==> config.mk <==
export PLATFORM = sky130hd
export DESIGN_NAME = mvt_add_stage
export DESIGN_NICKNAME = d
export VERILOG_FILES = /design/src/sv/mvt_pkg.sv /design/src/sv/mvt_add_stage.sv
export VERILOG_INCLUDE_DIRS = /design/src /design/src/sv
export SDC_FILE = /design/constraint.sdc
export NUM_CORES = 2
export LEC_CHECK = 0
export CELL_PAD_IN_SITES_DETAIL_PLACEMENT = 1
export CELL_PAD_IN_SITES_GLOBAL_PLACEMENT = 1
export CORE_AREA = 2 2 505 507
export CTS_CLUSTER_DIAMETER = 200
export DETAILED_ROUTE_END_ITERATION = 12
export DIE_AREA = 0 0 507 509
export DONT_BUFFER_PORTS = 1
export GPL_ROUTABILITY_DRIVEN = 0
export PLACE_DENSITY_LB_ADDON = 0.1
export SLEW_MARGIN = 10
export SYNTH_ARGS = -nofsm -noshare
export SYNTH_HDL_FRONTEND = slang
export SYNTH_SLANG_ARGS = --single-unit
==> constraint.sdc <==
create_clock -name clock -period 22.9 [get_ports clock]
set_clock_uncertainty 0.1 [all_clocks]
set_input_delay 6.87 -clock clock [delete_from_list [all_inputs] [get_ports clock]]
set_output_delay 6.87 -clock clock [all_outputs]
set_load 0.01 [all_outputs]
==> src/sv/assert_macros.svh <==
// Assertion macros shared by the transform core modules.
`ifndef ASSERT_MACROS_SVH
`define ASSERT_MACROS_SVH

`ifndef SYNTHESIS

// Check that cons holds in the same cycle as ante.
`define ASSERT_IMPLY(lbl, clk, rst, ante, cons) \
   lbl: assert property (@(posedge clk) disable iff (rst) (ante) |-> (cons)) \
      else $error("same-cycle implication violated");

// Check that cons holds in the cycle after ante.
`define ASSERT_NEXT(lbl, clk, rst, ante, cons) \
   lbl: assert property (@(posedge clk) disable iff (rst) (ante) |=> (cons)) \
      else $error("next-cycle implication violated");

`else

`define ASSERT_IMPLY(lbl, clk, rst, ante, cons)
`define ASSERT_NEXT(lbl, clk, rst, ante, cons)

`endif

`endif

==> src/sv/mvt_pkg.sv <==
// Shared types, widths and helpers of the matrix vector transform core.
package mvt_pkg;

   // Number format and matrix shape
   localparam int FRAC_BITS  = 16;
   localparam int WORD_BITS  = 32;
   localparam int FIELD_BITS = 32;
   localparam int DIM        = 4;
   localparam int ENTRIES    = DIM * DIM;
   localparam int INDEX_BITS = $clog2(ENTRIES);

   // Datapath growth: product, pair sum, row sum, shifted row sum
   localparam int PROD_BITS  = 2 * WORD_BITS;
   localparam int PAIR_BITS  = PROD_BITS + 1;
   localparam int SUM_BITS   = PROD_BITS + 2;
   localparam int SHIFT_BITS = SUM_BITS - FRAC_BITS;

   typedef enum logic {
      KIND_LOAD  = 1'b0,
      KIND_XFORM = 1'b1
   } kind_type;

   typedef logic        [FIELD_BITS-1:0] field_type;
   typedef logic signed [WORD_BITS-1:0]  word_type;
   typedef logic signed [PROD_BITS-1:0]  prod_type;
   typedef logic signed [PAIR_BITS-1:0]  pair_type;
   typedef logic signed [SUM_BITS-1:0]   sum_type;
   typedef logic signed [SHIFT_BITS-1:0] shift_type;

   typedef field_type [DIM-1:0]       vec_field_type;
   typedef prod_type  [ENTRIES-1:0]   prod_array_type;
   typedef pair_type  [2*DIM-1:0]     pair_array_type;
   typedef sum_type   [DIM-1:0]       sum_array_type;

   // Identity diagonal value, low word bits of one
   localparam word_type ONE_WORD = word_type'(64'd1 << FRAC_BITS);

   // Take a field as a signed word: sign-extend or keep the low bits
   function automatic word_type to_word(field_type f);
      return word_type'($signed(f));
   endfunction

   // Give a word as an output field, zero-extended or truncated
   function automatic field_type to_field(word_type w);
      return field_type'($unsigned(w));
   endfunction

endpackage

==> src/sv/mvt_add_stage.sv <==
// Second and third pipeline stages: pair sums, then row sums.
`include "assert_macros.svh"

module mvt_add_stage (
   input  logic                     clock,
   input  logic                     reset,
   input  logic                     in_valid,
   output logic                     in_ready,
   input  mvt_pkg::prod_array_type  in_prod,
   output logic                     out_valid,
   input  logic                     out_ready,
   output mvt_pkg::sum_array_type   out_sum
);

   mvt_pkg::pair_array_type pair_ff;
   mvt_pkg::pair_array_type pair_in;
   mvt_pkg::sum_array_type  row_ff;
   mvt_pkg::sum_array_type  row_in;
   logic                    pair_valid_ff;
   logic                    row_valid_ff;
   logic                    row_ready;
   logic                    pair_load;
   logic                    row_load;

   // Backward ready through both levels
   assign row_ready = !row_valid_ff || out_ready;
   assign in_ready  = !pair_valid_ff || row_ready;
   assign pair_load = in_valid && in_ready;
   assign row_load  = pair_valid_ff && row_ready;

   // Add neighbouring products of each row
   always_comb begin
      for (int p = 0; p < 2 * mvt_pkg::DIM; p++) begin
         pair_in[p] = mvt_pkg::PAIR_BITS'($signed(in_prod[2*p]))
                    + mvt_pkg::PAIR_BITS'($signed(in_prod[2*p+1]));
      end
   end

   // Add the two pair sums of each row
   always_comb begin
      for (int r = 0; r < mvt_pkg::DIM; r++) begin
         row_in[r] = mvt_pkg::SUM_BITS'($signed(pair_ff[2*r]))
                   + mvt_pkg::SUM_BITS'($signed(pair_ff[2*r+1]));
      end
   end

   // Valid bits of both levels
   always_ff @(posedge clock) begin
      if (reset) begin
         pair_valid_ff <= 1'b0;
         row_valid_ff  <= 1'b0;
      end else begin
         if (pair_load) begin
            pair_valid_ff <= 1'b1;
         end else if (row_ready) begin
            pair_valid_ff <= 1'b0;
         end
         if (row_load) begin
            row_valid_ff <= 1'b1;
         end else if (out_ready) begin
            row_valid_ff <= 1'b0;
         end
      end
   end

   // Data registers, held while stalled
   always_ff @(posedge clock) begin
      if (pair_load) begin
         pair_ff <= pair_in;
      end
      if (row_load) begin
         row_ff <= row_in;
      end
   end

   assign out_valid = row_valid_ff;
   assign out_sum   = row_ff;

   `ASSERT_NEXT(add_row_held, clock, reset, row_valid_ff && !out_ready, row_valid_ff)

endmodule

# ---- After elaboration in Yosys (flattened, before gate mapping)
# Cells that the tools add are included.
dict set report totals {
  elab_cells 38
  output_inout_bits 266
  rom_bits 0
  latch_bits 0
  ram_bits 0
  ff_bits 786
  memories 0
  in_bits 1028
}
dict set report classes {
  eq_ne 0
  magnitude_cmp 0
  multipliers 0
  n_shift 0
  n_mux 4
  reduce_logical 8
  n_addsub 12
  n_bitwise 0
  n_div 0
}
# cell n
set op_table {}
lappend op_table {{$add A64 B64 Y65} 8}
lappend op_table {{$add A65 B65 Y66} 4}
lappend op_table {{$mux W1} 4}
lappend op_table {{$reduce_bool A2 Y1} 2}
lappend op_table {{$logic_and A1 B1 Y1} 2}
lappend op_table {{$logic_not A1 Y1} 2}
lappend op_table {{$logic_or A1 B1 Y1} 2}

# ---- Logic depth before layout (Yosys ltp)
dict set report logic_depth {
  depth_word 5
  ltp_mapped 15
  mapped_depth_nobuf 15
}

# ---- Worst setup path before layout
# No wires, ideal clock.
dict set report synth_timing {
  path_type {input port to flip-flop}
  startpoint {input port out_ready}
  endpoint {register pair_ff[0] (netlist bit) (enable)}
  stages 3
  setup_slack_ns 2.984
  path_buffers 0
  arrival_ns 18.861
  setup_ns 0.956
  t_required_ns 21.844
  cell_sequence {nor2b_1 -> nand2_1 -> and2_1}
}
dict set report synth_between {
  elab_chain_len 3
}
# element line
set synth_lines {}
lappend synth_lines {{start: declaration} mvt_add_stage.sv:11} ;# input logic out_ready,
lappend synth_lines {{$logic_or A1 B1 Y1} mvt_add_stage.sv:26} ;# assign row_ready = !row_valid_ff || out_ready;
lappend synth_lines {{$logic_or A1 B1 Y1} mvt_add_stage.sv:27} ;# assign in_ready = !pair_valid_ff || row_ready;
lappend synth_lines {{named net in_ready} mvt_add_stage.sv:8} ;# output logic in_ready,
lappend synth_lines {{$logic_and A1 B1 Y1} mvt_add_stage.sv:28} ;# assign pair_load = in_valid && in_ready;
lappend synth_lines {{named net pair_load} mvt_add_stage.sv:22} ;# logic pair_load;
lappend synth_lines {{end signal: assignment} mvt_add_stage.sv:69} ;# pair_ff <= pair_in;
lappend synth_lines {{end: declaration} mvt_add_stage.sv:15} ;# mvt_pkg::pair_array_type pair_ff;
# The timed path passes the listed nets, and every way through them passes these cells.
# A chain may end at the register's enable or synchronous reset.

# ---- Worst setup path in the final report
dict set report layout_timing {
  startpoint {input port out_ready}
  endpoint {output port in_ready}
}
dict set report layout_between {
  elab_chain_len 2
}
# element line
set layout_lines {}
lappend layout_lines {{$logic_or A1 B1 Y1} mvt_add_stage.sv:26}
lappend layout_lines {{$logic_or A1 B1 Y1} mvt_add_stage.sv:27}
lappend layout_lines {{end: declaration} mvt_add_stage.sv:8}
# No other way between the ends.

==> summary.txt <==
Critical path
  – Kind of critical path: primary input to output port
  – Critical Path RT: between 15 and 20 ns
  – Critical Path Fanout Max: 4
  – Worst r2r src: pair_ff[0]
  – Crit path max-delay family: simple AND/OR/NAND/NOR gates
  – Buf/Inv on CP: 0
  – Type of origin of the critical path: primary input
  – Slowest CP cell: nor2b_1
  – Worst Setup SP: out_ready
  – Slowest stage delay, CP: between 0.3 and 0.4 ns
  – Worst setup EP type: output port
  – CP cell instances: nor2b_1, nand2_1
  – Crit path DAT: roughly 7.4 ns

Yosys
  – Post-synth ARST share: 0
  – Most common cell in the netlist: a21oi_1
  – Post-synth EDFFs: 784
  – Most used DFF post-synth: edfxtp_1
  – Syn Inst Count: around 6,900
  – Syn_nets: 8,740
  – Post-synthesis sequential area ratio: 0.359
  – Yosys top cell area share: 0.359
  – Synth cell count leaders: a21oi_1 (822), edfxtp_1 (784), ha_1 (772), a21o_1 (510), nand2_1 (491)
  – Post-synth cell types: 97
  – Flop and latch count out of synthesis: slightly below 800
  – Avg Cell Area, Syn: between 9 and 10 sq um
  – Synth Warn #: 0
  – Mapped Area: about 66,000 sq um
  – Synth area leader: edfxtp_1
  – Area contributors post-synth: edfxtp_1 (36%), ha_1 (15%), a21oi_1 (6.3%), xnor2_1 (6.1%), a21o_1 (5.8%)

CTS
  – CTS tree: yes
  – CTS sink cnt: 786
  – TritonCTS buffer count: 105
  – Post-CTS setup buffers: 0
  – Hold-fix buffers, CTS: 0
  – Clock transition at path regs: about 0.06 ns
  – Clock Tree Buf Depth: 3
  – Root buf cell: clkbuf_16
  – H-tree Lvls: 3
  – Post-CTS sizing: 0
  – Clk_lat worst skew: 0.77 ns

STA
  – Least-Margin Pin Slew: between 1 and 1.5 ns
  – Slew Limit Fails: 0
  – Final hold viol count: 0
  – Worst rel slew slack: 0.164
  – Final Critical Period: approximately 14 ns
  – Fin crit share: 0.627
  – Setup TNS: 0 ns
  – RSZ-0062 raised after global routing: false
  – Final Setup Violations: 0
  – Final WS setup: about 8.5 ns
  – Peak Freq: between 60 and 70 MHz

Layout
  – Final instance area: 72,800 sq um
  – Final nets: between 8,000 and 9,000
  – Share of cells above drive strength 1: 0.0341
  – Finished Core Util: 0.288
  – Filler Cell Count: around 29,000
  – Area grow syn2layout: 10.9%

Placement
  – Dpl hpwl: between 200,000 and 300,000 microns
  – Buffers on Ports: 0
  – Post-place instance area: just under 70,000 sq um
  – Worst slack, placed: ~8.5 ns

Run
  – Max capacitance violation total: 0

Power
  – VDD IR-drop max: between 0.00005 and 0.00006 V
  – Pwr per Cell Area: 84.7 nW/um^2
  – Static leakage: 29.1 nW

Floorplan
  – Die W: a little over 500 microns
  – Die H: approximately 510 microns
  – Core Footprint: ~250,000 sq um
  – Site row count: ~190
  – Die area: between 200,000 and 300,000 sq um
  – Initial Util: 0.260
  – Top-Level Pins: roughly 1,300

GRT
  – First-pass GRT wire length: approximately 420,000 microns
  – Largest net degree at the start of global routing: between 100 and 150
  – All-Layer GR Usage: 0.220
  – Grt total ovfl: 0
  – Vias in the first global route: ~57,000
  – Initial antenna violation count: ~140

Run status
  – Status: finished clean

Detailed routing
  – Vias per inst: 5.30
  – Drt total wl: 296,000 microns
  – DRC errors left: 0
  – Vias: 54,800
  – Post-route ant nets: 0
  – Drt initial violations: 3,308
  – Number of iterations in the first detailed-routing pass: 7
  – Post-DR wirelength/cell: between 20 and 30 microns

Worst hold path
  – Hold Crit Class: flip-flop to flip-flop
  – Min-delay src: pair_valid_ff
worst paths after layout:
kind,end,slack (ns),cells past startpoint
min reg2reg,out_valid,0.44,2
min,out_valid,0.44,2
max reg2reg,out_sum[64],17.67,15
max,in_ready,8.54,2
layout by cell type, fill, tap and decap left out, types with 45 or more instances in the layout:
cell type    n
inv_1      188
nand2_1    491
and3_1      53
o211ai_1    46
clkbuf_16  107
nor2b_1    110
nand4_1    175
xor2_1     266
nor2_1     443
diode_2     56
nor3_1      87
xnor2_1    458
a21o_1     510
nand2b_1    85
o21ai_0    409
ha_1       772
a21oi_1    822
edfxtp_1   784
a211oi_1    59
nand3_1    143
o21a_1      89
a31oi_1     81
o31ai_1     45
o21bai_1   134
power by group:
group          switching [W]  internal (W)
logic                0.00144      0.000861
clock network       0.000705      0.000996
registers           0.000211       0.00196
total                0.00235       0.00381
stage by stage:
stage,std cells,hold slack (ns),total power (W)
6_report,10300,0.441,0.00617
5_1_grt,10300,0.459,0.00653
4_1_cts,10300,0.432,0.00625
3_5_place_dp,10100,0.426,0.00450
3_3_place_gp,10100,0.414,0.00449
2_1_floorplan,6928,0.378,0.00372
cell families (layout without fill, tap and decap cells):
group,after synthesis,after routing,share of synthesized area
XOR/XNOR,724,724,0.0966
AND/OR/NAND/NOR,1731,1731,0.127
buffers and inverters,413,402,0.0237
AO/OA/AOI/OAI,2488,2488,0.242
adder cells (fa/ha/maj),784,784,0.151
other,0,56,0
multiplexers,2,2,0.000324
flip-flops,786,786,0.359
worst reg2reg max path: cells and delay by family (launching register included):
family / cells / cell delay, ns
XOR/XNOR: 1 / 0.13
buffers and inverters: 1 / 0.08
AND/OR/NAND/NOR: 1 / 0.20
AO/OA/AOI/OAI: 10 / 3.52
adder cells (fa/ha/maj): 2 / 0.64
flip-flops: 1 / 0.33
final cells by class:
cell class | count | area (sq um) | area share
clock inverters | 70 | 724 | 0.00995
well taps | 3366 | 4210 | 0.0578
inverters | 188 | 706 | 0.00969
multi-input cells | 5729 | 40500 | 0.557
flip-flops and latches | 786 | 23600 | 0.324
diodes | 56 | 140 | 0.00192
repair buffers | 22 | 178 | 0.00244
clock buffers | 122 | 2730 | 0.0375
state kept, by name (all words and copies together), names as in the netlist:
signal,cells
pair_ff,520
out_valid,1
pair_valid_ff,1
out_sum,264
metal layers:
| metal | global-route usage | vias up | part of all wire |
|---|---|---|---|
| li1 | - | 26000 | - |
| met1 | 0.259 | 26900 | 0.41 |
| met2 | 0.388 | 1454 | 0.49 |
| met3 | 0.0577 | 418 | 0.067 |
| met4 | 0.0716 | 52 | 0.029 |
| met5 | 0 | - | 0.0011 |
(Power assumes the default switching activity.)
