--- config.mk ---
export PLATFORM = sky130hd
export DESIGN_NAME = mvt_sat_stage
export DESIGN_NICKNAME = d
export VERILOG_FILES = /design/src/sv/mvt_pkg.sv /design/src/sv/mvt_sat_stage.sv
export VERILOG_INCLUDE_DIRS = /design/src /design/src/sv
export SDC_FILE = /design/constraint.sdc
export NUM_CORES = 1
export LEC_CHECK = 0
export BUFFER_PORTS_ARGS = -buffer_cell sky130_fd_sc_hd__buf_4
export CORE_MARGIN = 4
export CORE_UTILIZATION = 25
export CTS_CLUSTER_DIAMETER = 150
export DETAILED_ROUTE_END_ITERATION = 8
export PLACE_DENSITY = 0.57
export SLEW_MARGIN = 40
export SYNTH_ARGS = -nofsm -noshare
export SYNTH_HDL_FRONTEND = slang
export SYNTH_SLANG_ARGS = --single-unit
--- constraint.sdc ---
create_clock -name clock -period 10 [get_ports clock]
set_input_delay 0.5 -clock clock [delete_from_list [all_inputs] [get_ports clock]]
set_output_delay 0.5 -clock clock [all_outputs]
set_load 0.005 [all_outputs]
--- src/sv/assert_macros.svh ---
// Assertion macros shared by the transform core modules.
`ifndef ASSERT_MACROS_SVH
`define ASSERT_MACROS_SVH

`ifndef SYNTHESIS

// Check that cons holds in the same cycle as ante.
`define ASSERT_IMPLY(lbl, clk, rst, ante, cons) \
   lbl: assert property (@(posedge clk) disable iff (rst) (ante) |-> (cons)) \
      else $error("same-cycle implication violated");

// Check that cons holds in the cycle after ante.
`define ASSERT_NEXT(lbl, clk, rst, ante, cons) \
   lbl: assert property (@(posedge clk) disable iff (rst) (ante) |=> (cons)) \
      else $error("next-cycle implication violated");

`else

`define ASSERT_IMPLY(lbl, clk, rst, ante, cons)
`define ASSERT_NEXT(lbl, clk, rst, ante, cons)

`endif

`endif

--- src/sv/mvt_pkg.sv ---
// Shared types, widths and helpers of the matrix vector transform core.
package mvt_pkg;

   // Number format and matrix shape
   localparam int FRAC_BITS  = 16;
   localparam int WORD_BITS  = 32;
   localparam int FIELD_BITS = 32;
   localparam int DIM        = 4;
   localparam int ENTRIES    = DIM * DIM;
   localparam int INDEX_BITS = $clog2(ENTRIES);

   // Datapath growth: product, pair sum, row sum, shifted row sum
   localparam int PROD_BITS  = 2 * WORD_BITS;
   localparam int PAIR_BITS  = PROD_BITS + 1;
   localparam int SUM_BITS   = PROD_BITS + 2;
   localparam int SHIFT_BITS = SUM_BITS - FRAC_BITS;

   typedef enum logic {
      KIND_LOAD  = 1'b0,
      KIND_XFORM = 1'b1
   } kind_type;

   typedef logic        [FIELD_BITS-1:0] field_type;
   typedef logic signed [WORD_BITS-1:0]  word_type;
   typedef logic signed [PROD_BITS-1:0]  prod_type;
   typedef logic signed [PAIR_BITS-1:0]  pair_type;
   typedef logic signed [SUM_BITS-1:0]   sum_type;
   typedef logic signed [SHIFT_BITS-1:0] shift_type;

   typedef field_type [DIM-1:0]       vec_field_type;
   typedef prod_type  [ENTRIES-1:0]   prod_array_type;
   typedef pair_type  [2*DIM-1:0]     pair_array_type;
   typedef sum_type   [DIM-1:0]       sum_array_type;

   // Identity diagonal value, low word bits of one
   localparam word_type ONE_WORD = word_type'(64'd1 << FRAC_BITS);

   // Take a field as a signed word: sign-extend or keep the low bits
   function automatic word_type to_word(field_type f);
      return word_type'($signed(f));
   endfunction

   // Give a word as an output field, zero-extended or truncated
   function automatic field_type to_field(word_type w);
      return field_type'($unsigned(w));
   endfunction

endpackage

--- src/sv/mvt_sat_stage.sv ---
// Last pipeline stage: shift, saturate and hold the result register.
`include "assert_macros.svh"

module mvt_sat_stage (
   input  logic                    clock,
   input  logic                    reset,
   input  logic                    in_valid,
   output logic                    in_ready,
   input  mvt_pkg::sum_array_type  in_sum,
   output logic                    out_valid,
   input  logic                    out_ready,
   output mvt_pkg::vec_field_type  out_words,
   output logic                    out_saturated
);

   localparam mvt_pkg::word_type WORD_MAX = {1'b0, {(mvt_pkg::WORD_BITS-1){1'b1}}};
   localparam mvt_pkg::word_type WORD_MIN = {1'b1, {(mvt_pkg::WORD_BITS-1){1'b0}}};

   mvt_pkg::vec_field_type words_ff;
   mvt_pkg::vec_field_type words_in;
   logic                   sat_ff;
   logic                   sat_in;
   logic                   valid_ff;
   logic                   load;
   mvt_pkg::shift_type     shifted [mvt_pkg::DIM];
   logic [mvt_pkg::DIM-1:0] clip;

   assign in_ready = !valid_ff || out_ready;
   assign load     = in_valid && in_ready;

   // Drop the fraction bits, then clip to the word range
   always_comb begin
      for (int r = 0; r < mvt_pkg::DIM; r++) begin
         shifted[r] = mvt_pkg::SHIFT_BITS'(in_sum[r] >>> mvt_pkg::FRAC_BITS);
         clip[r] = !((&shifted[r][mvt_pkg::SHIFT_BITS-1:mvt_pkg::WORD_BITS-1])
                  || !(|shifted[r][mvt_pkg::SHIFT_BITS-1:mvt_pkg::WORD_BITS-1]));
         if (!clip[r]) begin
            words_in[r] = mvt_pkg::to_field(mvt_pkg::WORD_BITS'(shifted[r]));
         end else if (shifted[r][mvt_pkg::SHIFT_BITS-1]) begin
            words_in[r] = mvt_pkg::to_field(WORD_MIN);
         end else begin
            words_in[r] = mvt_pkg::to_field(WORD_MAX);
         end
      end
      sat_in = |clip;
   end

   // Result valid bit
   always_ff @(posedge clock) begin
      if (reset) begin
         valid_ff <= 1'b0;
      end else if (load) begin
         valid_ff <= 1'b1;
      end else if (out_ready) begin
         valid_ff <= 1'b0;
      end
   end

   // Result register, held while the receiver stalls
   always_ff @(posedge clock) begin
      if (load) begin
         words_ff <= words_in;
         sat_ff   <= sat_in;
      end
   end

   assign out_valid     = valid_ff;
   assign out_words     = words_ff;
   assign out_saturated = sat_ff;

   `ASSERT_IMPLY(sat_flag_at_limit, clock, reset, valid_ff && sat_ff,
      (words_ff[0] == mvt_pkg::to_field(WORD_MAX)) || (words_ff[0] == mvt_pkg::to_field(WORD_MIN))
      || (words_ff[1] == mvt_pkg::to_field(WORD_MAX)) || (words_ff[1] == mvt_pkg::to_field(WORD_MIN))
      || (words_ff[2] == mvt_pkg::to_field(WORD_MAX)) || (words_ff[2] == mvt_pkg::to_field(WORD_MIN))
      || (words_ff[3] == mvt_pkg::to_field(WORD_MAX)) || (words_ff[3] == mvt_pkg::to_field(WORD_MIN)))

endmodule

---- Word level (Yosys, flattened, before mapping) ----
Index checks and enable logic that the tools add are counted.
storage, ports and cells
  register bits after elaboration ......... 130
  input port bits ......................... 268
  output and inout port bits .............. 131
  logic and storage cells ................. 41
operators by class
  mux-type cells .......................... 10
  reductions and logical operators ........ 25
operators with widths
  kind                  count
  2-to-1 mux 32 bit     8
  AND reduction 19 bit  4
  OR reduction 19 bit   4
  zero test 1 bit       9
  logical OR 1 bit      5
  OR reduction 4 bit    1
  2-to-1 mux 1 bit      2
  nonzero test 2 bit    1
  logical AND 1 bit     1

---- Depth between registers and ports, before layout ----
Gate-level depths: netlist of the first run.
  word-level depth ........................ 5
  depth in mapped cells ................... 6

---- Worst setup path before layout of the first run ----
OpenSTA, ideal clock, no wires.
  path type ............................... input to register
  start ................................... input port out_ready
  end ..................................... register sat_ff (netlist: out_saturated), enable pin
  setup time .............................. 0.504 ns
  arrival ................................. 3.632 ns
  data required time ...................... 9.496 ns
  setup slack ............................. 5.864 ns
  stages on the path ...................... 2
  path buffers ............................ 0
  path through ............................ nand2b_1 > and2_1
on the way
  word-level cells in the longest chain between the ends .. 2
ends and longest elaborated chain
  item                    RTL line             text
  start: declaration      mvt_sat_stage.sv:11  input logic out_ready,
  logical OR 1 bit        mvt_sat_stage.sv:28  assign in_ready = !valid_ff || out_ready;
  logical AND 1 bit       mvt_sat_stage.sv:29  assign load = in_valid && in_ready;
  via load                mvt_sat_stage.sv:24  logic load;
  end signal: assignment  mvt_sat_stage.sv:63  sat_ff <= sat_in;
  end: declaration        mvt_sat_stage.sv:21  logic sat_ff;
The timed path passes the listed nets, and every way through them passes these cells.
A chain may end at the register's enable or synchronous reset.

---- Worst setup path after layout of the first run ----
  start ................................... input port in_sum[131] (netlist name)
  end ..................................... register sat_ff (netlist: out_saturated) (data pin)
on the way
  word-level cells in the longest chain between the ends .. 5
  elaborated cells on any way between the ends .. 6
ends and longest elaborated chain
  item                  RTL line             text
  start: declaration    mvt_sat_stage.sv:9   input mvt_pkg::sum_array_type in_sum,
  OR reduction 19 bit   mvt_sat_stage.sv:36  || !(|shifted[r][mvt_pkg::SHIFT_BITS-1:mvt_pkg::WORD_BITS-1]));
  zero test 1 bit       mvt_sat_stage.sv:36
  logical OR 1 bit *    mvt_sat_stage.sv:36
  zero test 1 bit *     mvt_sat_stage.sv:35  clip[r] = !((&shifted[r][mvt_pkg::SHIFT_BITS-1:mvt_pkg::WORD_BITS-1])
  OR reduction 4 bit *  mvt_sat_stage.sv:45  sat_in = |clip;
  via sat_in            mvt_sat_stage.sv:22  logic sat_in;
The timed path passes the listed nets; every way through them passes the cells marked *.

==> results_dict.tcl, run 1 <==
set metrics [dict create \
    vdd_drop_max_uv 92.8 \
    slew_violations 0 \
    drc_markers 0 \
    yosys_warnings 0 \
    antenna_violations_before_repair 0 \
    critPathMaxFanout 32 \
    ant_nets 0 \
    grt_setup_unrepaired "no" \
    post_synth_and_or_nand_nor_area_fraction_pct 6.18 \
    top_area_cell_type_share_of_the_netlist_area_pct 68.5 \
    cts_max_path_buffers 2 \
    r2r.worst_path.cells 4 \
    hpwlAfterDp_microns 12500 \
    chipWidth_microns 158 \
    static-leakage-power_uw 0.00404 \
    timing.hold.worst_path_depth 2 \
    cts_tree "done" \
    area_delta_synth_final_pct 57.5 \
    die_area_sq_um 25100 \
    achievable-frequency_mhz 481 \
    layout.filler_cells 2129 \
    post_synth_mux_area_share_pct 0 \
    cp_slowest_cell "sky130_fd_sc_hd__a31o_2" \
    mappedNetlistArea_sq_um 5650 \
    largest_net_degree_at_the_start_of_global_routing 71 \
    r2r-start "out_valid" \
    cp_common_cell "sky130_fd_sc_hd__nand4_1" \
    finalInstanceArea_sq_um 8900 \
    firstDrtPassIters 6 \
    r2r_setup_slack_ns 7.95 \
    synth_top_cell_by_area "sky130_fd_sc_hd__edfxtp_1" \
    outcome "complete, no violations" \
    critical_path_depth 6 \
    placement.io_buffers 334 \
    timing.critical_path.to "out_saturated" \
    final.period_utilization_pct 20.8 \
    cts_sinks 130 \
    critical_path.cell_chain "buf_4, nor4_1, nand4_1, nor4_2, a31o_2, nand4_1" \
    postSynthRegisterBits 130 \
    seqCellArea_sq_um 3890 \
    first_pass_grt_wire_length_microns 23900 \
    synth-adder-area-share_pct 0 \
    post_cts_setup_repair_buffer_count 0 \
    timing_worst_slew_pin_value_ns 0.704 \
    synth-compound-area-share_pct 20.0 \
    route.vias.total 4379 \
    multi_input_comb_area_sq_um 1530 \
    timing.critical_path.buf_inv 1 \
    layout_common_cells "sky130_fd_sc_hd__buf_4, sky130_fd_sc_hd__edfxtp_1, sky130_fd_sc_hd__a21o_2" \
    vias_in_the_first_global_route 4579 \
    ys_types 21 \
    max-slew-margin-rel_pct 53.1 \
    worst_setup_path_start_kind "input pin" \
    synth_xor_area_share_pct 0 \
    worst-endpoint-arrival_ns 2.19 \
    finalSetupTns_ns 0 \
    critPathTopFamily "simple AND/OR/NAND/NOR gates" \
    synth_area_per_cell_sq_um 16.3 \
    drv.max_cap_violation_count 0 \
    period_needed_ns 2.08 \
    detail_route.wirelength_microns 16700 \
    cts.clk_slew.worst_paths_ns 0.06 \
    reg2reg_to "out_words[51]" \
    tritoncts.num_buffers 17 \
    ios 399 \
    core_region_area_sq_um 22000 \
    syn-instance-count 347 \
    insertion_delay_ns 0.41 \
    dieHeight_microns 158 \
    wl_per_cell_microns 17.2 \
    slowest_delay_ns 0.63 \
    grt_util_all_layers_pct 12.3 \
    critical_path_required_ns 10.11 \
    setup.worst_path.start "in_sum[131]" \
    power.density_nw_per_um2 158 \
    timing.clock.skew_ns 0.00953 \
    post_cts_resized 0 \
    dpl_cell_area_sq_um 8330 \
    antenna-diode-count 0 \
    vias_per_std_cell 4.51 \
    cells_taking_the_most_area_after_synthesis "sky130_fd_sc_hd__edfxtp_1, sky130_fd_sc_hd__a21o_2, sky130_fd_sc_hd__a21o_1" \
    globalRouteOverflowTotal 0 \
    syn_nets 615 \
    layout.cells.most_common "sky130_fd_sc_hd__buf_4" \
    drt_first_iter_violations 170 \
    holdCritPathClass "in -> reg" \
    cts.htree.levels 4 \
    critPathCaptureType "flip-flop" \
    clock_tree_root "sky130_fd_sc_hd__clkbuf_16" \
    post-route-util_pct 40.4 \
    final_setup_viols 0 \
    num-nets-final 946 \
    cts_hold_buffers 0 \
    synth_sequential_area_ratio_pct 68.9 \
    hold_viol 0 \
    timing.setup.critical_path_class "in -> reg" \
    place.gp.congestion 0.771 \
    layout-drive-gt1-share_pct 67.4 \
    floorplan.initialDensity_pct 25.7 \
    standard_cell_rows 54 \
    dominant_combinational_cell_family_by_area_after_synthesis "compound AO/OA/AOI/OAI gates" \
]
## cell families (layout without fill, tap and decap cells)
kind of cell           after synthesis  count (layout)
AO/OA/AOI/OAI                      133             133
flip-flops                         130             130
AND/OR/NAND/NOR                     55              55
buffers and inverters               29             372
## worst reg2reg max path, delay by kind of cell (launching register included)
family / cells / cell delay (ns)
flops: 1 / 0.31
buf+inv: 2 / 0.85
simple gates: 2 / 0.47
## layer usage
metal / global-route usage (%) / share of wire (%) / vias up
li1: - / - / 2061
met1: 13.4 / 38 / 2094
met2: 21.3 / 50 / 202
met3: 5.41 / 9.6 / 22
met4: 4.71 / 1.9 / 0
met5: 0 / 0 / -
## layout make-up
cell class	instances	area share [%]
well taps	280	3.94
repair buffers	340	28.9
inverters	1	0.0422
multi-input cells	188	17.2
clock buffers	20	4.91
clock inverters	11	1.29
flip-flops and latches	130	43.7
## where the power goes
| part | total (uW) | internal (uW) | switching (uW) |
|---|---|---|---|
| Sequential | 647 | 638 | 9.18 |
| Combinational | 173 | 107 | 66.0 |
| Clock | 585 | 363 | 223 |
| Total | 1410 | 1110 | 298 |
## per-stage QoR
stage / hold slack, ns / total power, uW / std cells / setup slack [ns]
after global placement: 0.511 / 828 / 938 / 7.32
after CTS: 0.207 / 1430 / 969 / 7.79
final: 0.239 / 1410 / 970 / 7.92
after global routing: 0.224 / 1470 / 970 / 7.72
after detailed placement: 0.523 / 834 / 938 / 7.45
after floorplan: 0.522 / 710 / 347 / 5.86
## cells in the mapped netlist, drive strengths merged
cell,number
a21o,124
a21oi,1
a311oi,4
a31o,4
and2,1
and3,4
buf,24
clkbuf,1
dfxtp,1
dlygate4sd3,3
edfxtp,129
inv,1
nand2b,1
nand4,21
nor2,8
nor4,20
## sequential cells by signal, indices dropped and copies added, names as in the netlist
register	count
out_words	128
out_valid	1
out_saturated	1
## worst min-delay path by stage
stage	from	end
after floorplan	out_valid	out_valid
after global placement	out_valid	out_valid
after detailed placement	out_valid	out_valid
after CTS	reset	out_valid
after global routing	reset	out_valid
final	reset	out_valid
(Power assumes the default switching activity.)
==> inputs of run 2 (changes only) <==
--- a/config.mk
+++ b/config.mk
@@ -6,12 +6,13 @@
 export SDC_FILE = /design/constraint.sdc
 export NUM_CORES = 1
 export LEC_CHECK = 0
+export ABC_AREA = 1
 export BUFFER_PORTS_ARGS = -buffer_cell sky130_fd_sc_hd__buf_4
 export CORE_MARGIN = 4
 export CORE_UTILIZATION = 25
 export CTS_CLUSTER_DIAMETER = 150
 export DETAILED_ROUTE_END_ITERATION = 8
-export PLACE_DENSITY = 0.57
+export PLACE_DENSITY = 0.59
 export SLEW_MARGIN = 40
 export SYNTH_ARGS = -nofsm -noshare
 export SYNTH_HDL_FRONTEND = slang
==> constraint.sdc (replaced) <==
create_clock -name clock -period 1.78 [get_ports clock]
set_input_delay 0.089 -clock clock [delete_from_list [all_inputs] [get_ports clock]]
set_output_delay 0.089 -clock clock [all_outputs]
set_load 0.005 [all_outputs]
==> results_dict.tcl, run 2 <==
set metrics [dict create \
    outcome "complete, no violations" \
    synth_commonest_cells "sky130_fd_sc_hd__nand2_1, sky130_fd_sc_hd__edfxtp_1, sky130_fd_sc_hd__nor2_1" \
    power.density_nw_per_um2 817 \
    cells_taking_the_most_area_after_synthesis "sky130_fd_sc_hd__edfxtp_1, sky130_fd_sc_hd__nand2_1, sky130_fd_sc_hd__nor2_1" \
    vias_in_the_first_global_route 5615 \
    detail_route.wirelength_microns 19600 \
    place.gp.congestion 0.774 \
    top_area_cell_type_share_of_the_netlist_area_pct 68.9 \
    mappedNetlistArea_sq_um 5620 \
    period_needed_ns 1.50 \
    synth_top_cell_by_area "sky130_fd_sc_hd__edfxtp_1" \
    worst_setup_path_start_kind "input pin" \
    post_cts_resized 0 \
    standard_cell_rows 54 \
    grt_busiest_layer "met2" \
    holdCritPathClass "in -> reg" \
    number_of_flip_flops_in_the_largest_register 128 \
    multi_input_comb_area_sq_um 1510 \
    num-nets-final 1283 \
    placement.io_buffers 334 \
    grtUsageMet1_pct 16.0 \
    firstDrtPassIters 4 \
    critPathCaptureType "flip-flop" \
    layout.filler_cells 2037 \
    vias_per_std_cell 4.18 \
    grt_util_met3_pct 6.04 \
    postSynth.asyncResetShare_pct 0 \
    seqCellArea_sq_um 3890 \
    largest_net_degree_at_the_start_of_global_routing 51 \
    area_delta_synth_final_pct 85.5 \
    wl_per_cell_microns 15.0 \
    route.vias.total 5470 \
    tritoncts.num_buffers 17 \
    r2r.worst_path.cells 2 \
    timing.setup.critical_path_class "in -> reg" \
    chipWidth_microns 158 \
    synth.most_common_cell "sky130_fd_sc_hd__nand2_1" \
    yosys_warnings 0 \
    final.period_utilization_pct 84.1 \
    layout.cells.most_common "sky130_fd_sc_hd__buf_4" \
    clock_tree_root "sky130_fd_sc_hd__clkbuf_16" \
    slew_violations 0 \
    synth_area_per_cell_sq_um 10.4 \
    postSynthRegisterBits 130 \
    layout_common_cells "sky130_fd_sc_hd__buf_4, sky130_fd_sc_hd__nand2_1, sky130_fd_sc_hd__dlygate4sd3_1" \
    synth_sequential_area_ratio_pct 69.3 \
    drv.max_cap_violation_count 0 \
    floorplan.initialDensity_pct 25.6 \
    drc_markers 0 \
    finalSetupTns_ns 0 \
    dpl_cell_area_sq_um 8500 \
    number_of_synthesized_flops_with_an_enable_pin 129 \
    critPathMaxFanout 19 \
    final_setup_viols 0 \
    insertion_delay_ns 0.41 \
    first_pass_grt_wire_length_microns 28500 \
    post_cts_setup_repair_buffer_count 0 \
    numPlacedInstances 1146 \
    ios 399 \
    dieHeight_microns 158 \
    cts_tree "done" \
    drt_first_iter_violations 284 \
    max-slew-margin-rel_pct 75.8 \
    ys_dominant_reg_cell "sky130_fd_sc_hd__edfxtp_1" \
    cts.clk_slew.worst_paths_ns 0.06 \
    achievable-frequency_mhz 668 \
    cts.htree.levels 4 \
    post-route-util_pct 47.5 \
    syn_nets 810 \
    die_area_sq_um 24900 \
    static-leakage-power_uw 0.00458 \
    hold_viol 0 \
    layout-drive-gt1-share_pct 38.0 \
    grt_setup_unrepaired "no" \
    worst-endpoint-arrival_ns 1.78 \
    grt_util_all_layers_pct 14.8 \
    timing_worst_slew_pin_value_ns 0.363 \
    hpwlAfterDp_microns 13700 \
    cts_hold_buffers 130 \
    grt_use_met2_pct 26.5 \
    ys_types 17 \
    antenna_violations_before_repair 1 \
    cts_max_path_buffers 2 \
    cts_sinks 130 \
    timing.clock.skew_ns 0.00754 \
    critical_path_required_ns 2.06 \
    non_filler_cells_in_the_finished_layout 1309 \
    timing.hold.worst_path_depth 3 \
    syn-instance-count 542 \
    core_region_area_sq_um 22000 \
    globalRouteOverflowTotal 0 \
    ant_nets 0 \
    finalInstanceArea_sq_um 10400 \
    vdd_drop_max_uv 527 \
]
-- run 2: where the power goes --
part | total [uW] | switching, uW | internal [uW]
Clock | 3700 | 1450 | 2250
Sequential | 3630 | 49.8 | 3580
Combinational | 1190 | 445 | 747
Total | 8520 | 1950 | 6580
-- run 2: worst paths after layout --
check                            startpoint              to  slack [ns]
worst max-delay path            in_sum[263]  out_words[123]        0.28
worst min-delay path               in_valid   out_words[26]        0.15
worst max register to register    out_valid   out_words[48]        0.42
worst min register to register    out_valid   out_words[26]        0.66
-- run 2: cell type report --
type                            instances  area share, %
Tap cell                              280           3.36
Sequential cell                       130           37.3
Inverter                                5          0.180
Antenna cell                            1         0.0240
Timing Repair Buffer                  482           38.7
Clock buffer                           17           4.08
Clock inverter                         15           1.87
Multi-Input combinational cell        379           14.5
-- run 2: logic make-up (layout without fill, tap and decap cells) --
family                 Yosys count  count (layout)  synth area share, %
AOI/OAI and AO/OA                2               2                0.178
buffers and inverters           33             519                 4.07
DFF                            130             130                 69.3
and+or+nand+nor                377             377                 26.5
other                            0               1                    0
-- run 2: per-layer routing --
metal	wire (microns)	part of all wire (%)	vias to the layer above
met4	274	1.4	0
li1	-	-	2723
met5	0	0	-
met1	7370	38	2492
met2	9950	51	236
met3	2020	10	19
-- run 2: through the flow --
| stage | total power, uW | worst slack, ns | hold WS (ns) |
|---|---|---|---|
| after global placement | 4630 | 0.343 | 0.255 |
| after global routing | 8880 | 0.151 | 0.137 |
| final | 8520 | 0.283 | 0.149 |
| after detailed placement | 4650 | 0.306 | 0.262 |
| after CTS | 8650 | 0.270 | 0.125 |
| after floorplan | 3930 | -1.12 | 0.151 |
-- run 2: worst max-delay path, cell delays in order --
cell	delay, ns
sky130_fd_sc_hd__dlygate4sd3_1	0.54
sky130_fd_sc_hd__buf_4	0.14
sky130_fd_sc_hd__inv_1	0.08
sky130_fd_sc_hd__nand2_1	0.06
sky130_fd_sc_hd__nor2_1	0.14
sky130_fd_sc_hd__nand3_2	0.12
sky130_fd_sc_hd__nand2_4	0.20
sky130_fd_sc_hd__buf_4	0.25
sky130_fd_sc_hd__nand2_1	0.09
sky130_fd_sc_hd__nand2_1	0.08
==> inputs of run 3 (changes only) <==
--- a/config.mk
+++ b/config.mk
@@ -12,7 +12,7 @@
 export CORE_UTILIZATION = 25
 export CTS_CLUSTER_DIAMETER = 150
 export DETAILED_ROUTE_END_ITERATION = 8
-export PLACE_DENSITY = 0.59
+export PLACE_DENSITY = 0.57
 export SLEW_MARGIN = 40
 export SYNTH_ARGS = -nofsm -noshare
 export SYNTH_HDL_FRONTEND = slang
==> constraint.sdc (replaced) <==
create_clock -name clock -period 1.43 [get_ports clock]
set_input_delay 0.0715 -clock clock [delete_from_list [all_inputs] [get_ports clock]]
set_output_delay 0.0715 -clock clock [all_outputs]
set_load 0.005 [all_outputs]
==> results_dict.tcl, run 3 (same netlist as run 2, synthesis figures left out) <==
set metrics [dict create \
    outcome "complete, no violations" \
    layout.cells.most_common "sky130_fd_sc_hd__buf_4" \
    globalRouteOverflowTotal 0 \
    layout.filler_cells 1996 \
    detail_route.wirelength_microns 20000 \
    grt_setup_unrepaired "no" \
    seqCellArea_sq_um 3890 \
    core_region_area_sq_um 22000 \
    comb_power_share_pct 15.0 \
    ios 399 \
    netSwitchingPower_uw 2340 \
    r2r.worst_path.cells 3 \
    dieHeight_microns 158 \
    power.density_nw_per_um2 986 \
    tritoncts.num_buffers 17 \
    vias_in_the_first_global_route 5625 \
    layout-drive-gt1-share_pct 38.8 \
    max-slew-margin-rel_pct 82.0 \
    post-route-worst-setup-slack_ns 0.0628 \
    placement.io_buffers 334 \
    wl_per_cell_microns 15.1 \
    grt_util_all_layers_pct 14.6 \
    largest_net_degree_at_the_start_of_global_routing 32 \
    r2r_setup_slack_ns 0.17 \
    vdd_drop_max_uv 683 \
    route.vias.total 5547 \
    cts_max_path_buffers 2 \
    share_clk_of_total_power_pct 42.0 \
    total_power_uw 10500 \
    holdCritPathClass "in -> reg" \
    timing.hold.worst_path_depth 1 \
    final_setup_viols 0 \
    standard_cell_rows 54 \
    drc_markers 0 \
    drv.max_cap_violation_count 0 \
    r2r-start "out_valid" \
    slew_violations 0 \
    place_ws_ns 0.0141 \
    antenna-diode-count 0 \
    hold_start "in_sum[131]" \
    num-nets-final 1295 \
    dpl_cell_area_sq_um 8620 \
    number_of_flip_flops_in_the_largest_register 128 \
    vias_per_std_cell 4.20 \
    timing.clock.skew_ns 0.00871 \
    chipWidth_microns 158 \
    cts.clk_slew.worst_paths_ns 0.06 \
    cts_tree "done" \
    period_needed_ns 1.37 \
    multi_input_comb_area_sq_um 1520 \
    switching_share_pct 22.2 \
    clock_tree_root "sky130_fd_sc_hd__clkbuf_16" \
    timing.setup.critical_path_class "in -> reg" \
    reg2reg_to "out_words[38]" \
    critPathCaptureType "flip-flop" \
    cts_sinks 130 \
    worst-endpoint-arrival_ns 1.53 \
    share_seq_of_total_power_pct 43.0 \
    hold_viol 0 \
    finalInstanceArea_sq_um 10700 \
    critPathMaxFanout 12 \
    hold_path_end "out_words[63]" \
    die_area_sq_um 24900 \
    cell_internal_pwr_uw 8180 \
    floorplan.initialDensity_pct 25.6 \
    cts.htree.levels 4 \
    static-leakage-power_uw 0.00470 \
    setup.worst_path.start "in_sum[65]" \
    ant_nets 0 \
    critical_path_required_ns 1.60 \
    area_delta_synth_final_pct 89.7 \
    worst_setup_path_start_kind "input pin" \
    place.gp.congestion 0.744 \
    antenna_violations_before_repair 0 \
    drt_first_iter_violations 218 \
    achievable-frequency_mhz 731 \
    firstDrtPassIters 4 \
    final.period_utilization_pct 95.6 \
    layout_common_cells "sky130_fd_sc_hd__buf_4, sky130_fd_sc_hd__nand2_1, sky130_fd_sc_hd__dlygate4sd3_1, sky130_fd_sc_hd__edfxtp_1, sky130_fd_sc_hd__nor2_1" \
    hpwlAfterDp_microns 13900 \
    post-route-util_pct 48.6 \
    insertion_delay_ns 0.41 \
    first_pass_grt_wire_length_microns 28200 \
    timing_worst_slew_pin_value_ns 0.270 \
]
## run 3: cell types whose count changed in the layout (fill, tap and decap cells not counted), moves of 2 or more
cell,previous run,this run
sky130_fd_sc_hd__clkbuf_16,17,21
sky130_fd_sc_hd__nor2_1,54,52
sky130_fd_sc_hd__clkinv_2,0,4
sky130_fd_sc_hd__buf_6,0,2
sky130_fd_sc_hd__nor2_2,2,4
sky130_fd_sc_hd__inv_6,7,1
sky130_fd_sc_hd__buf_12,7,13
sky130_fd_sc_hd__clkinv_1,0,2
## run 3: worst max path at each step
stage,to,depth (start not counted)
after floorplan,out_saturated,1
after global placement,out_words[80],10
after detailed placement,out_words[80],10
after CTS,out_words[39],9
after global routing,out_words[5],9
final,out_saturated,11
## run 3: through the flow
step | hold slack (ns) | TNS (ns) | instances
3_3_place_gp | 0.235 | 0 | 1153
3_5_place_dp | 0.234 | 0 | 1153
6_report | 0.0810 | 0 | 1320
2_1_floorplan | 0.133 | -189.32 | 542
5_1_grt | 0.0734 | 0 | 1320
4_1_cts | 0.252 | 0 | 1315
## run 3: final cells by class
cell class	instances	share of cell area, %
multi-input combinational	379	14.3
inverter	5	0.176
timing repair buffer	494	40.2
sequential	130	36.5
clock buffer	17	3.99
clock inverter	15	1.56
tap	280	3.29
## run 3: critical path: stages
cell	delay (ns)
sky130_fd_sc_hd__dlygate4sd3_1	0.54
sky130_fd_sc_hd__buf_4	0.15
sky130_fd_sc_hd__nor2_1	0.09
sky130_fd_sc_hd__nand2_1	0.05
sky130_fd_sc_hd__nor2_1	0.08
sky130_fd_sc_hd__nand3_1	0.09
sky130_fd_sc_hd__nand2_1	0.15
sky130_fd_sc_hd__buf_12	0.15
sky130_fd_sc_hd__nand2_1	0.05
sky130_fd_sc_hd__inv_1	0.04
sky130_fd_sc_hd__nand2_1	0.04
## run 3: layer usage
metal	up-vias	GRT usage, %	wire [microns]
li1	2748	-	-
met1	2529	15.7	7370
met2	245	26.3	10200
met3	25	5.41	1960
met4	0	5.56	456
met5	-	0	0
## run 3: timing repair
| item | 4_1_cts | 5_1_grt |
|---|---|---|
| endpoints found under the hold margin | 129 | 0 |
| gates resized for setup | 0 | 8 |
| hold buffers | 130 | 0 |
| setup endpoints to repair | 0 | 66 |
| buffers inserted | 0 | 1 |
## run 3: power groups by stage
stage / clock network (uW) / logic (uW) / registers, uW
2_1_floorplan: 0 / 252 / 4640
3_3_place_gp: 0 / 1230 / 4590
3_5_place_dp: 0 / 1240 / 4600
4_1_cts: 4560 / 1530 / 4520
5_1_grt: 4690 / 1710 / 4540
6_report: 4420 / 1580 / 4520
